## src/sv/assert_macros.svh

```systemverilog
// Assertion macros shared by the disparity winner-take-all RTL.
// Plain header, no dependencies; include where assertions are written.
`ifndef ASSERT_MACROS_SVH
`define ASSERT_MACROS_SVH

// Condition that must hold on every clock edge out of reset.
`define ASSERT_ALWAYS(label, clk, rst, expr, msg) \
   label: assert property (@(posedge clk) disable iff (rst) (expr)) else $error(msg);

// Same-cycle implication.
`define ASSERT_IMPLIES(label, clk, rst, ante, cons, msg) \
   label: assert property (@(posedge clk) disable iff (rst) (ante) |-> (cons)) \
      else $error(msg);

// Next-cycle implication.
`define ASSERT_NEXT(label, clk, rst, ante, cons, msg) \
   label: assert property (@(posedge clk) disable iff (rst) (ante) |=> (cons)) \
      else $error(msg);

`endif

```

## src/sv/dwta_pkg.sv

```systemverilog
// Types and constants for the disparity winner-take-all block.
// No dependencies; imported by every module of the block.
package dwta_pkg;

   localparam int CostWidth  = 24;
   localparam int FracBits   = 14;
   localparam int IndexWidth = 8;
   localparam int AddrWidth  = 3;
   localparam int DataWidth  = 32;

   // highest disparity index the datapath honors
   localparam logic [9:0] MaxRange = 10'd255;

   localparam logic signed [CostWidth-1:0] CostMaxCode  = {1'b0, {(CostWidth-1){1'b1}}};
   localparam logic signed [CostWidth-1:0] CostMinusOne =
      CostWidth'(-(longint'(1) << FracBits));

   // register indexes, taken from paddr[2]
   localparam logic RegSelectMax      = 1'b0;
   localparam logic RegDisparityRange = 1'b1;

   typedef struct packed {
      logic signed [CostWidth-1:0] cost;
      logic                        pixel_valid;
   } dwta_req_type;

   typedef struct packed {
      logic [IndexWidth-1:0]       best_index;
      logic signed [CostWidth-1:0] best_cost;
      logic signed [CostWidth-1:0] second_cost;
      logic                        pixel_written;
   } dwta_rsp_type;

   typedef struct packed {
      logic                  select_max;
      logic [IndexWidth-1:0] disparity_range;
   } dwta_cfg_type;

   typedef struct packed {
      logic                  last;
      logic [IndexWidth-1:0] position;
   } dwta_status_type;

endpackage

```

## src/sv/dwta_csr.sv

```systemverilog
// APB-style configuration registers: select_max and disparity_range.
// Depends on dwta_pkg.
module dwta_csr (
   input  logic                          clock,
   input  logic                          reset,
   input  logic                          psel,
   input  logic                          penable,
   input  logic                          pwrite,
   input  logic [dwta_pkg::AddrWidth-1:0] paddr,
   input  logic [dwta_pkg::DataWidth-1:0] pwdata,
   output logic [dwta_pkg::DataWidth-1:0] prdata,
   output logic                          pready,
   output dwta_pkg::dwta_cfg_type         cfg
);
   import dwta_pkg::*;

   logic                  select_max_ff, select_max_in;
   logic [IndexWidth-1:0] range_ff, range_in;
   logic                  write_en;
   logic                  reg_sel;

   assign pready   = 1'b1;
   assign reg_sel  = paddr[2];
   assign write_en = psel && penable && pwrite;

   always_comb begin
      select_max_in = select_max_ff;
      range_in      = range_ff;
      if (write_en) begin
         unique case (reg_sel)
            RegSelectMax:      select_max_in = pwdata[0];
            RegDisparityRange: range_in      = pwdata[IndexWidth-1:0];
            default:           ;
         endcase
      end
   end

   always_ff @(posedge clock) begin
      if (reset) begin
         select_max_ff <= 1'b1;
         range_ff      <= IndexWidth'(63);
      end else begin
         select_max_ff <= select_max_in;
         range_ff      <= range_in;
      end
   end

   always_comb begin
      unique case (reg_sel)
         RegSelectMax:      prdata = {{(DataWidth-1){1'b0}}, select_max_ff};
         RegDisparityRange: prdata = {{(DataWidth-IndexWidth){1'b0}}, range_ff};
         default:           prdata = '0;
      endcase
   end

   assign cfg.select_max      = select_max_ff;
   assign cfg.disparity_range = range_ff;

endmodule

```

## src/sv/dwta_core.sv

```systemverilog
// Running best / second-best tracker: one cost per advance, result on a pixel's last cost.
// Depends on dwta_pkg.
module dwta_core (
   input  logic                       clock,
   input  logic                       reset,
   input  logic                       advance,
   input  dwta_pkg::dwta_req_type     req,
   input  dwta_pkg::dwta_cfg_type     cfg,
   output dwta_pkg::dwta_rsp_type     rsp_next,
   output dwta_pkg::dwta_status_type  status
);
   import dwta_pkg::*;

   logic signed [CostWidth-1:0] best_ff, best_in;
   logic signed [CostWidth-1:0] second_ff, second_in;
   logic [IndexWidth-1:0]       index_ff, index_in;
   logic [IndexWidth-1:0]       pos_ff, pos_in;
   logic                        mask_ff, mask_in;
   logic [IndexWidth-1:0]       range_eff;
   logic                        last;
   logic                        better;
   logic                        beats_second;

   assign range_eff = ({2'b00, cfg.disparity_range} > MaxRange) ?
                      MaxRange[IndexWidth-1:0] : cfg.disparity_range;
   assign last      = (pos_ff >= range_eff);

   assign better       = cfg.select_max ? (req.cost > best_ff)   : (req.cost < best_ff);
   assign beats_second = cfg.select_max ? (req.cost > second_ff) : (req.cost < second_ff);

   always_comb begin
      best_in   = best_ff;
      second_in = second_ff;
      index_in  = index_ff;
      mask_in   = mask_ff;
      if (pos_ff == '0) begin
         // first cost of a pixel seeds the tracker
         mask_in   = req.pixel_valid;
         best_in   = req.cost;
         index_in  = '0;
         second_in = cfg.select_max ? CostMinusOne : CostMaxCode;
      end else begin
         priority if (better) begin
            second_in = best_ff;
            best_in   = req.cost;
            index_in  = pos_ff;
         end else if (beats_second) begin
            second_in = req.cost;
         end
      end
      pos_in = last ? '0 : pos_ff + 1'b1;
   end

   always_ff @(posedge clock) begin
      if (reset) begin
         best_ff   <= '0;
         second_ff <= '0;
         index_ff  <= '0;
         pos_ff    <= '0;
         mask_ff   <= 1'b0;
      end else if (advance) begin
         best_ff   <= best_in;
         second_ff <= second_in;
         index_ff  <= index_in;
         pos_ff    <= pos_in;
         mask_ff   <= mask_in;
      end
   end

   // masked pixels report all-zero fields
   always_comb begin
      if (mask_in) begin
         rsp_next.best_index    = index_in;
         rsp_next.best_cost     = best_in;
         rsp_next.second_cost   = second_in;
         rsp_next.pixel_written = 1'b1;
      end else begin
         rsp_next = '0;
      end
   end

   assign status.last     = last;
   assign status.position = pos_ff;

endmodule

```

## src/sv/disparity_winner_take_all.sv

```systemverilog
// Disparity winner-take-all: streams matching costs in index order, disparity_range+1
// per pixel, and returns one result per pixel: best index, best cost, second-best cost
// and the pixel's mask bit. Costs enter at one per cycle with no bubbles between
// pixels while no last cost waits; a cost is registered on transfer and folded into
// the running best/second-best state when it advances (one compare pair on the state
// loop); a pixel's last cost also loads the pixel's result into the output register,
// which drives rsp_valid. Costs that do not end a pixel keep flowing while a result
// waits on rsp_stall; a pixel's last cost waits until the output register is free.
// Depends on dwta_pkg, dwta_csr, dwta_core and assert_macros.svh.
`include "assert_macros.svh"

module disparity_winner_take_all (
   input  logic                          clock,
   input  logic                          reset,
   input  logic                          req_valid,
   output logic                          req_stall,
   input  dwta_pkg::dwta_req_type        req_data,
   output logic                          rsp_valid,
   input  logic                          rsp_stall,
   output dwta_pkg::dwta_rsp_type        rsp_data,
   input  logic                          psel,
   input  logic                          penable,
   input  logic                          pwrite,
   input  logic [dwta_pkg::AddrWidth-1:0] paddr,
   input  logic [dwta_pkg::DataWidth-1:0] pwdata,
   output logic [dwta_pkg::DataWidth-1:0] prdata,
   output logic                          pready
);
   import dwta_pkg::*;

   dwta_cfg_type    cfg;
   dwta_status_type status;
   dwta_rsp_type    rsp_next;
   dwta_req_type    in_data_ff;
   dwta_rsp_type    rsp_data_ff;
   logic            in_valid_ff, in_valid_in;
   logic            out_valid_ff, out_valid_in;
   logic            out_free;
   logic            advance;
   logic            emit;
   logic            in_load;

   dwta_csr u_csr (
      .clock   (clock),
      .reset   (reset),
      .psel    (psel),
      .penable (penable),
      .pwrite  (pwrite),
      .paddr   (paddr),
      .pwdata  (pwdata),
      .prdata  (prdata),
      .pready  (pready),
      .cfg     (cfg)
   );

   dwta_core u_core (
      .clock    (clock),
      .reset    (reset),
      .advance  (advance),
      .req      (in_data_ff),
      .cfg      (cfg),
      .rsp_next (rsp_next),
      .status   (status)
   );

   assign out_free  = !out_valid_ff || !rsp_stall;
   assign advance   = in_valid_ff && (!status.last || out_free);
   assign emit      = advance && status.last;
   assign req_stall = in_valid_ff && !advance;
   assign in_load   = req_valid && !req_stall;

   assign in_valid_in  = in_load ? 1'b1 : (in_valid_ff && !advance);
   assign out_valid_in = emit ? 1'b1 : (out_valid_ff && rsp_stall);

   always_ff @(posedge clock) begin
      if (reset) begin
         in_valid_ff  <= 1'b0;
         out_valid_ff <= 1'b0;
      end else begin
         in_valid_ff  <= in_valid_in;
         out_valid_ff <= out_valid_in;
      end
   end

   always_ff @(posedge clock) begin
      if (in_load) begin
         in_data_ff <= req_data;
      end
      if (emit) begin
         rsp_data_ff <= rsp_next;
      end
   end

   assign rsp_valid = out_valid_ff;
   assign rsp_data  = rsp_data_ff;

   `ASSERT_NEXT(a_pos_wraps, clock, reset, emit, status.position == '0, "pixel did not restart at index zero")
   `ASSERT_IMPLIES(a_masked_zero, clock, reset, out_valid_ff && !rsp_data_ff.pixel_written, (rsp_data_ff.best_index == '0) && (rsp_data_ff.best_cost == '0) && (rsp_data_ff.second_cost == '0), "masked pixel result not cleared")
   `ASSERT_IMPLIES(a_result_origin, clock, reset, $rose(out_valid_ff), $past(emit), "result appeared without a pixel end")

endmodule

```

## config.mk

```make
export PLATFORM = sky130hd
export DESIGN_NAME = disparity_winner_take_all
export DESIGN_NICKNAME = d
export VERILOG_FILES = /design/src/sv/dwta_pkg.sv /design/src/sv/dwta_csr.sv /design/src/sv/dwta_core.sv /design/src/sv/disparity_winner_take_all.sv
export VERILOG_INCLUDE_DIRS = /design/src /design/src/sv
export SDC_FILE = /design/constraint.sdc
export NUM_CORES = 1
export LEC_CHECK = 0
export BUFFER_PORTS_ARGS = -buffer_cell sky130_fd_sc_hd__buf_2
export CAP_MARGIN = 20
export CELL_PAD_IN_SITES_DETAIL_PLACEMENT = 1
export CELL_PAD_IN_SITES_GLOBAL_PLACEMENT = 1
export CORE_ASPECT_RATIO = 1.1
export CORE_MARGIN = 2
export CORE_UTILIZATION = 28
export DETAILED_ROUTE_END_ITERATION = 12
export PLACE_DENSITY = 0.64
export SLEW_MARGIN = 15
export SYNTH_ARGS = -nofsm -noshare
export SYNTH_HDL_FRONTEND = slang
export SYNTH_SLANG_ARGS = --single-unit
```

## constraint.sdc

```tcl
create_clock -name clock -period 6.2 [get_ports clock]
set_clock_uncertainty 0.15 [all_clocks]
set_input_delay 0.93 -clock clock [delete_from_list [all_inputs] [get_ports clock]]
set_output_delay 0.93 -clock clock [all_outputs]
set_load 0.005 [all_outputs]
```

==> results of run 1 <==
==> area by class of cell <==
class	instances	area (µm²)
fill	3507	20400
multi-input combinational	559	4050
sequential	158	3980
timing repair buffer	121	644
tap	414	518
clock buffer	22	497
inverter	63	236
clock inverter	10	124
==> registers in the layout, summed over array words and instances (netlist names), 8 cells and up <==
register / cells
rsp_data: 57
in_data_ff: 25
u_core.best_ff: 24
u_core.second_ff: 24
u_core.index_ff: 8
u_core.pos_ff: 8
u_csr.range_ff: 8
==> cells in the mapped netlist, types with 6 or more instances <==
master | n | area share
nor3_1 | 13 | 0.0075
inv_1 | 62 | 0.027
dfxtp_1 | 76 | 0.18
a211o_1 | 6 | 0.0061
o21ai_0 | 25 | 0.015
nand4_1 | 17 | 0.012
a21oi_1 | 36 | 0.021
nor2_1 | 77 | 0.034
clkbuf_1 | 29 | 0.013
o211ai_1 | 17 | 0.015
nand2_1 | 44 | 0.019
nor2b_1 | 9 | 0.0065
mux2i_1 | 48 | 0.056
ha_1 | 58 | 0.084
nand2b_1 | 6 | 0.0044
buf_4 | 28 | 0.024
buf_6 | 7 | 0.0091
o31ai_1 | 9 | 0.0078
and2_1 | 8 | 0.0058
a31o_1 | 13 | 0.013
o221a_1 | 29 | 0.038
nand3_1 | 20 | 0.012
a31oi_1 | 23 | 0.017
edfxtp_1 | 82 | 0.29
==> routing by layer <==
metal / track usage / part of all wire / up-vias
li1: - / - / 3198
met1: 0.196 / 0.45 / 3242
met2: 0.260 / 0.50 / 155
met3: 0.0283 / 0.046 / 17
met4: 0.0417 / 0.010 / 2
met5: 0 / 0.00046 / -
==> where the power goes <==
part / total, mW / switching, mW / internal (mW)
Clock: 1.12 / 0.461 / 0.657
Sequential: 1.20 / 0.0513 / 1.15
Combinational: 0.551 / 0.358 / 0.193
==> critical path, cell delays in order, from the launching register on <==
cell      delay (ns)
edfxtp_1        0.49
ha_1            0.39
nand4_1         0.22
nor3_1          0.33
nand3_1         0.13
o41ai_1         0.65
nor3_4          0.14
nor3_4          0.74
buf_4           0.39
mux2i_1         0.30
nor2_1          0.06
==> logic make-up (layout without fill, tap and decap cells) <==
family                   after synthesis  count (layout)  share of synthesized area
multiplexers                          49              49                     0.0570
AND/OR/NAND/NOR                      219             219                      0.133
flip-flops                           158             158                      0.462
XOR/XNOR                               7               7                    0.00711
other                                  2              25                   0.000871
AO/OA/AOI/OAI                        201             201                      0.176
buffers and inverters                136             216                     0.0794
adder cells (fa/ha/maj)               58              58                     0.0842
==> how the worst min path moves through the flow <==
stage,endpoint,cells past startpoint,slack [ns],start
global placement,u_csr.range_ff[7]$_SDFFE_PP0P_,2,0.32,u_csr.range_ff[7]$_SDFFE_PP0P_
finish,u_csr.range_ff[6]$_SDFFE_PP0P_,2,0.34,u_csr.range_ff[6]$_SDFFE_PP0P_
floorplan,u_csr.range_ff[6]$_SDFFE_PP0P_,2,0.29,u_csr.range_ff[6]$_SDFFE_PP0P_
CTS,u_csr.range_ff[6]$_SDFFE_PP0P_,2,0.34,u_csr.range_ff[6]$_SDFFE_PP0P_
global route,u_core.index_ff[7]$_SDFFE_PP0P_,2,0.39,u_core.index_ff[7]$_SDFFE_PP0P_
detailed placement,u_csr.range_ff[6]$_SDFFE_PP0P_,2,0.33,u_csr.range_ff[6]$_SDFFE_PP0P_
==> per-stage QoR <==
stage	hold slack, ns	power, mW	setup WS [ns]	cell area, µm²	utilization
floorplan	0.295	1.64	1.36	8710	-
global placement	0.318	1.77	1.90	9420	0.310
detailed placement	0.328	1.78	1.86	9430	0.310
CTS	0.343	2.91	1.84	10100	0.330
global route	0.387	3.02	1.56	10100	0.330
finish	0.342	2.87	1.91	10100	0.330
==> impl_metrics.yaml, run 1 <==
status:
  status: "finished clean"
routing:
  wl_per_cell_um: 17.6
  routed_wl_um: 23700
  via_per_inst: 4.91
  drt-initial-drc-count: 303
  remaining_drc_errors: 0
  antenna_left: 0
  drtPass1Iterations: 5
  dr_total_vias: 6614
clocking:
  cts_setup_buffers: 0
  clockBufferDepth: 2
  tritoncts: "yes"
  cts_max_level: 4
  holdBufCountCts: 0
  post_cts_resized: 0
  cts.sinks: 158
  clock_latency_ns: 0.45
  cts.clk_slew.worst_paths_ns: 0.07
  cts_inserted_buffers: 17
  cts_root_buf: "clkbuf_16"
global_routing:
  grt_max_degree: 42
  grt_use_total: 0.153
  grt_pass1_wl_um: 38000
  antenna_found_initial: 1
  grt_pass1_vias: 6755
  overflow: 0
worst_setup_path:
  cp_data_arrival_time_ns: 4.32
  cp-startpoint: "in_data_ff[24]$_DFFE_PP_"
  required_ns: 6.23
  crit_path_end: "rsp_data[28]$_SDFFCE_PN0P_"
  cp-end-kind: "register"
  crit_path_max_fanout: 14
  r2r_slack_ns: 1.91
  cp-start-kind: "register"
  critical_path_class: "register to register"
  ff2ff_path_depth: 10
  rr_endpoint: "rsp_data[28]$_SDFFCE_PN0P_"
  reg2reg_from: "in_data_ff[24]$_DFFE_PP_"
placement:
  io_buffer_count: 107
  place_congestion: 0.805
  post-dp-hpwl_um: 16300
  dp.cells: 1315
floorplan:
  die_w_um: 171
  core_area_um2: 30400
  dieArea_um2: 32200
  ioPinCount: 159
  initial_core_util: 0.283
  row_count: 67
  die_h_um: 188
job:
  cap_violations: 0
synthesis:
  yosys_warnings: 0
  yosysUniqueCellTypes: 69
  synth-edff-count: 82
  postSynthCellCount: 830
  ys_seq_elements: 158
  synthArstFlopShare: 0
  syn_area_um2: 8620
  syn-mean-instance-area_um2: 10.4
  ys.flop_type: "edfxtp_1"
  synth-seq-area-share: 0.462
finish:
  layout_commonest_cell: "buf_2"
  synthToLayoutAreaGrowth_pct: 16.6
  fin_cells: 1347
  n_antenna_cell: 0
  drive_gt1_frac: 0.190
  mostFrequentLayoutCells: "buf_2 (107), edfxtp_1 (82), nor2_1 (76), dfxtp_1 (76), inv_1 (62)"
  fin_nets: 1045
sta:
  rsz0062_at_grt: "false"
  tightest_slew_ns: 0.969
  post-route-period-util: 0.692
  finalHoldViolCount: 0
  relSlewSlack: 0.345
  period_minus_slack_ns: 4.29
  max_freq_ghz: 0.233
  fin_tns_setup_ns: 0
  final-setup-viol-count: 0
  slew_violations: 0
pwr:
  ir_drop_v: 0.000115
  power_density_nw_per_um2: 286
  cellLeakagePower_nw: 3.93
min_path:
  min_path_type: "register to register"
(Power assumes the default switching activity.)
==> run 2: changes to the inputs <==
--- a/config.mk
+++ b/config.mk
@@ -14,7 +14,7 @@
 export CORE_MARGIN = 2
 export CORE_UTILIZATION = 28
 export DETAILED_ROUTE_END_ITERATION = 12
-export PLACE_DENSITY = 0.64
+export PLACE_DENSITY = 0.66
 export SLEW_MARGIN = 15
 export SYNTH_ARGS = -nofsm -noshare
 export SYNTH_HDL_FRONTEND = slang
==> constraint.sdc (replaced) <==
create_clock -name clock -period 3.9 [get_ports clock]
set_clock_uncertainty 0.15 [all_clocks]
set_input_delay 0.585 -clock clock [delete_from_list [all_inputs] [get_ports clock]]
set_output_delay 0.585 -clock clock [all_outputs]
set_load 0.005 [all_outputs]
==> impl_metrics.yaml, run 2 (synthesis results as in run 1) <==
status:
  status: "finished clean"
worst_setup_path:
  cp-end-kind: "register"
  required_ns: 3.94
  critPathMostFrequentCell: "a221o_1"
  rr_endpoint: "rsp_data[15]$_SDFFCE_PN0P_"
  path_buf_inv: 2
  r2r_slack_ns: 0.26
  crit_path_max_fanout: 10
  ff2ff_path_depth: 11
  path_cells: "ha_1 > and3_1 > a221o_1 > a221o_1 > o31a_1 > nor3_4 > nor2_4 > buf_12 > buf_4 > o31ai_1 > a21oi_1"
  cp_data_arrival_time_ns: 3.69
  cp-start-kind: "register"
  path_delay_family: "compound AO/OA/AOI/OAI gates"
  reg2reg_from: "in_data_ff[12]$_DFFE_PP_"
  crit_path_top_delay_cell: "edfxtp_1"
  critical_path_class: "register to register"
  max_stage_delay_ns: 0.49
clocking:
  cts_root_buf: "clkbuf_16"
  tritoncts: "yes"
  post_cts_resized: 0
  cts_setup_buffers: 0
  cts_inserted_buffers: 17
  cts.sinks: 158
  clockBufferDepth: 2
  holdBufCountCts: 0
  clock_latency_ns: 0.45
  cts_max_level: 4
  cts.clk_slew.worst_paths_ns: 0.06
routing:
  antenna_left: 0
  wl_per_cell_um: 17.5
  via_per_inst: 4.88
  drtPass1Iterations: 4
  remaining_drc_errors: 0
  routed_wl_um: 24100
  drt-initial-drc-count: 303
  dr_total_vias: 6719
global_routing:
  grt_pass1_vias: 7029
  grt_use_total: 0.155
  overflow: 0
  grt_max_degree: 38
  antenna_found_initial: 0
  grt_pass1_wl_um: 38400
floorplan:
  row_count: 67
  dieArea_um2: 32200
  initial_core_util: 0.283
  die_w_um: 171
  ioPinCount: 159
  die_h_um: 188
  core_area_um2: 30400
min_path:
  min_from: "req_data[8]"
  min_path_type: "input port to register"
  hold_path_depth: 1
  hold_end: "in_data_ff[8]$_DFFE_PP_"
sta:
  fin_tns_setup_ns: 0
  post-route-period-util: 0.934
  max_freq_ghz: 0.274
  finalHoldViolCount: 0
  final-setup-viol-count: 0
  relSlewSlack: 0.467
  period_minus_slack_ns: 3.64
  slew_violations: 0
  tightest_slew_ns: 0.800
  rsz0062_at_grt: "false"
pwr:
  power.switching_mw: 1.40
  comb_power_share: 0.216
  cellLeakagePower_nw: 4.09
  ir_drop_v: 0.000291
  p_clk_frac: 0.375
  power_density_nw_per_um2: 450
  p_sw_frac: 0.301
  internal-power_mw: 3.25
  seqPwrFrac: 0.410
job:
  cap_violations: 0
placement:
  io_buffer_count: 107
  dpl-instance-area_um2: 9720
  place_congestion: 0.790
  post-dp-hpwl_um: 17100
finish:
  drive_gt1_frac: 0.217
  mostFrequentLayoutCells: "buf_2 (107), edfxtp_1 (82), nor2_1 (76), dfxtp_1 (76), inv_1 (62)"
  n_antenna_cell: 0
  largest_reg_flops: 57
  layout_commonest_cell: "buf_2"
  fin_nets: 1075
  design_area_um2: 10300
  synthToLayoutAreaGrowth_pct: 20.1
## run 2: worst max-delay path by stage
stage / cells past startpoint / start / end / slack, ns
global placement: 11 / in_data_ff[23]$_DFFE_PP_ / rsp_data[23]$_SDFFCE_PN0P_ / 0.22
detailed placement: 11 / in_data_ff[12]$_DFFE_PP_ / rsp_data[18]$_SDFFCE_PN0P_ / 0.16
global route: 12 / u_core.best_ff[19]$_SDFFE_PP0P_ / rsp_data[33]$_SDFFCE_PN0P_ / 0.04
floorplan: 11 / u_core.pos_ff[0]$_SDFFE_PP0P_ / u_core.pos_ff[2]$_SDFFE_PP0P_ / 0.05
finish: 11 / in_data_ff[12]$_DFFE_PP_ / rsp_data[15]$_SDFFCE_PN0P_ / 0.26
CTS: 12 / u_core.best_ff[19]$_SDFFE_PP0P_ / rsp_data[50]$_SDFFCE_PN0P_ / 0.16
## run 2: final cells by class
cell class,instances,area (µm²)
fillers,3491,20100
multi-input cells,559,4050
flip-flops and latches,158,3980
repair buffers,151,953
well taps,414,518
clock buffers,20,478
inverters,63,236
clock inverters,12,131
## run 2: routing by layer
layer	track usage	vias to the layer above	part of all wire
met5	0	-	0
met4	0.0535	0	0.022
met3	0.0310	30	0.040
met2	0.264	150	0.50
met1	0.194	3281	0.44
li1	-	3258	-
## run 2: power by group through the flow
stage | clock, mW | combinational (mW) | sequential [mW]
final | 1.74 | 1.00 | 1.91
after global routing | 1.85 | 1.12 | 1.92
after CTS | 1.79 | 1.01 | 1.91
after detailed placement | 0 | 0.997 | 1.94
after global placement | 0 | 0.971 | 1.94
after floorplan | 0 | 0.682 | 1.92
## run 2: per-stage QoR
| stage | hold WS (ns) | setup slack, ns | power, mW | util | instances |
|---|---|---|---|---|---|
| floorplan | 0.295 | 0.0523 | 2.60 | - | 853 |
| global placement | 0.319 | 0.223 | 2.91 | 0.319 | 1342 |
| detailed placement | 0.318 | 0.156 | 2.94 | 0.319 | 1342 |
| CTS | 0.150 | 0.162 | 4.70 | 0.339 | 1374 |
| global route | 0.152 | 0.0433 | 4.89 | 0.340 | 1377 |
| finish | 0.170 | 0.255 | 4.65 | 0.340 | 1377 |
## run 2: worst register-to-register path: stages, from the launching register on
cell and delay (ns):
edfxtp_1 0.49, ha_1 0.37, and3_1 0.21, a221o_1 0.33
a221o_1 0.39, o31a_1 0.35, nor3_4 0.39, nor2_4 0.13
buf_12 0.16, buf_4 0.17, o31ai_1 0.21, a21oi_1 0.06
==> run 3: changes to the inputs <==
==> constraint.sdc (replaced) <==
create_clock -name clock -period 3.9 [get_ports clock]
set_clock_uncertainty 0.15 [all_clocks]
set_input_delay 0.195 -clock clock [delete_from_list [all_inputs] [get_ports clock]]
set_output_delay 0.195 -clock clock [all_outputs]
set_load 0.005 [all_outputs]
==> impl_metrics.yaml, run 3 (synthesis results as in run 1) <==
status:
  status: "finished clean"
pwr:
  p_total_mw: 4.61
  internal-power_mw: 3.21
  cellLeakagePower_nw: 4.21
  p_sw_frac: 0.303
  comb_power_share: 0.215
  seqPwrFrac: 0.415
  power_density_nw_per_um2: 434
  p_clk_frac: 0.369
  ir_drop_v: 0.000302
  power.switching_mw: 1.40
clocking:
  tritoncts: "yes"
  cts_inserted_buffers: 17
  post_cts_resized: 0
  cts_root_buf: "clkbuf_16"
  cts_setup_buffers: 0
  clock_latency_ns: 0.45
  cts.sinks: 158
  clockBufferDepth: 2
  cts.clk_slew.worst_paths_ns: 0.06
  cts_max_level: 4
floorplan:
  dieArea_um2: 32200
  die_h_um: 188
  core_area_um2: 30400
  initial_core_util: 0.283
  row_count: 67
  die_w_um: 171
  ioPinCount: 159
finish:
  n_antenna_cell: 0
  layout_commonest_cell: "buf_2"
  synthToLayoutAreaGrowth_pct: 23.2
  final_util: 0.349
  drive_gt1_frac: 0.203
  fin_nets: 1106
  largest_reg_flops: 57
  mostFrequentLayoutCells: "buf_2 (107), edfxtp_1 (82), nor2_1 (76), dfxtp_1 (76), inv_1 (62)"
  design_area_um2: 10600
  fillCellCount: 3423
  fin_cells: 1408
routing:
  remaining_drc_errors: 0
  via_per_inst: 4.84
  routed_wl_um: 24500
  antenna_left: 0
  dr_total_vias: 6818
  drt-initial-drc-count: 328
  drtPass1Iterations: 4
  wl_per_cell_um: 17.4
worst_setup_path:
  crit_path_top_delay_cell: "edfxtp_1"
  cp-start-kind: "register"
  critPathMostFrequentCell: "a221o_1"
  path_cells: "ha_1 > a21o_1 > a221o_1 > a221o_1 > o31a_1 > o21ba_4 > nor2_4 > nand3_1 > buf_4 > o221a_1"
  crit_path_max_fanout: 18
  path_buf_inv: 1
  path_delay_family: "compound AO/OA/AOI/OAI gates"
  cp_data_arrival_time_ns: 3.90
  cp-end-kind: "register"
  required_ns: 4.07
  critical_path_class: "register to register"
  max_stage_delay_ns: 0.49
min_path:
  min_path_type: "input port to register"
placement:
  preCtsSetupSlack_ns: 0.177
  dpl-instance-area_um2: 9660
  post-dp-hpwl_um: 17300
  dp.cells: 1339
  place_congestion: 0.807
  io_buffer_count: 107
sta:
  period_minus_slack_ns: 3.74
  hold_slack_ns: 0.0231
  fin_tns_setup_ns: 0
  setup_slack_ns: 0.162
  rsz0062_at_grt: "false"
  tightest_slew_ns: 0.825
  relSlewSlack: 0.450
  finalHoldViolCount: 0
  max_freq_ghz: 0.268
  post-route-period-util: 0.959
  slew_violations: 0
  final-setup-viol-count: 0
global_routing:
  antenna_found_initial: 0
  grt_use_total: 0.158
  grt_pass1_vias: 7190
  grt_pass1_wl_um: 39400
  grt_max_degree: 39
  overflow: 0
job:
  cap_violations: 0
## run 3: cell count changes in the layout (fill, tap and decap cells not counted)
cell	change
dlygate4sd3_1	+37
clkinvlp_4	-4
buf_12	-3
buf_4	-3
clkinv_4	+2
clkbuf_1	+1
clkbuf_16	-1
clkinv_2	+1
inv_6	+1
## run 3: power by group through the flow
stage | Sequential (mW) | Combinational (mW) | Clock, mW
finish | 1.91 | 0.992 | 1.70
global route | 1.92 | 1.11 | 1.81
CTS | 1.91 | 1.00 | 1.74
detailed placement | 1.95 | 0.966 | 0
global placement | 1.95 | 0.944 | 0
floorplan | 1.92 | 0.682 | 0
## run 3: routing by layer
metal / wire length [µm] / track usage
met2: 12300 / 0.275
met4: 378 / 0.0473
met5: 0 / 0
met3: 835 / 0.0266
met1: 11000 / 0.199
## run 3: cell type report
cell class / instances / area [µm²] / share of cell area
clock inverters: 12 / 133 / 0.0125
clock buffers: 20 / 457 / 0.0430
repair buffers: 182 / 1240 / 0.117
inverters: 63 / 236 / 0.0223
flip-flops and latches: 158 / 3980 / 0.375
multi-input cells: 559 / 4050 / 0.381
well taps: 414 / 518 / 0.0488
## run 3: what timing repair did
| item | in CTS | in global routing |
|---|---|---|
| setup endpoints to repair | 0 | 2 |
| hold buffers | 37 | 0 |
| endpoints found under the hold margin | 36 | 0 |
## run 3: final timing paths
path                            slack (ns)                                end  depth (start not counted)                      startpoint
worst max-delay path                  0.16  u_core.second_ff[10]$_SDFFE_PP0P_                         10        in_data_ff[11]$_DFFE_PP_
worst min-delay path                  0.02     u_csr.range_ff[0]$_SDFFE_PP1P_                          4                          pwrite
worst max register to register        0.16  u_core.second_ff[10]$_SDFFE_PP0P_                         10        in_data_ff[11]$_DFFE_PP_
worst min register to register        0.33     u_csr.range_ff[6]$_SDFFE_PP0P_                          2  u_csr.range_ff[6]$_SDFFE_PP0P_
## run 3: tightest hold or removal path, stage by stage
cell and delay (ns):
buf_2 0.11, nand4_1 0.13, nand2_1 0.07, nand3b_1 0.07
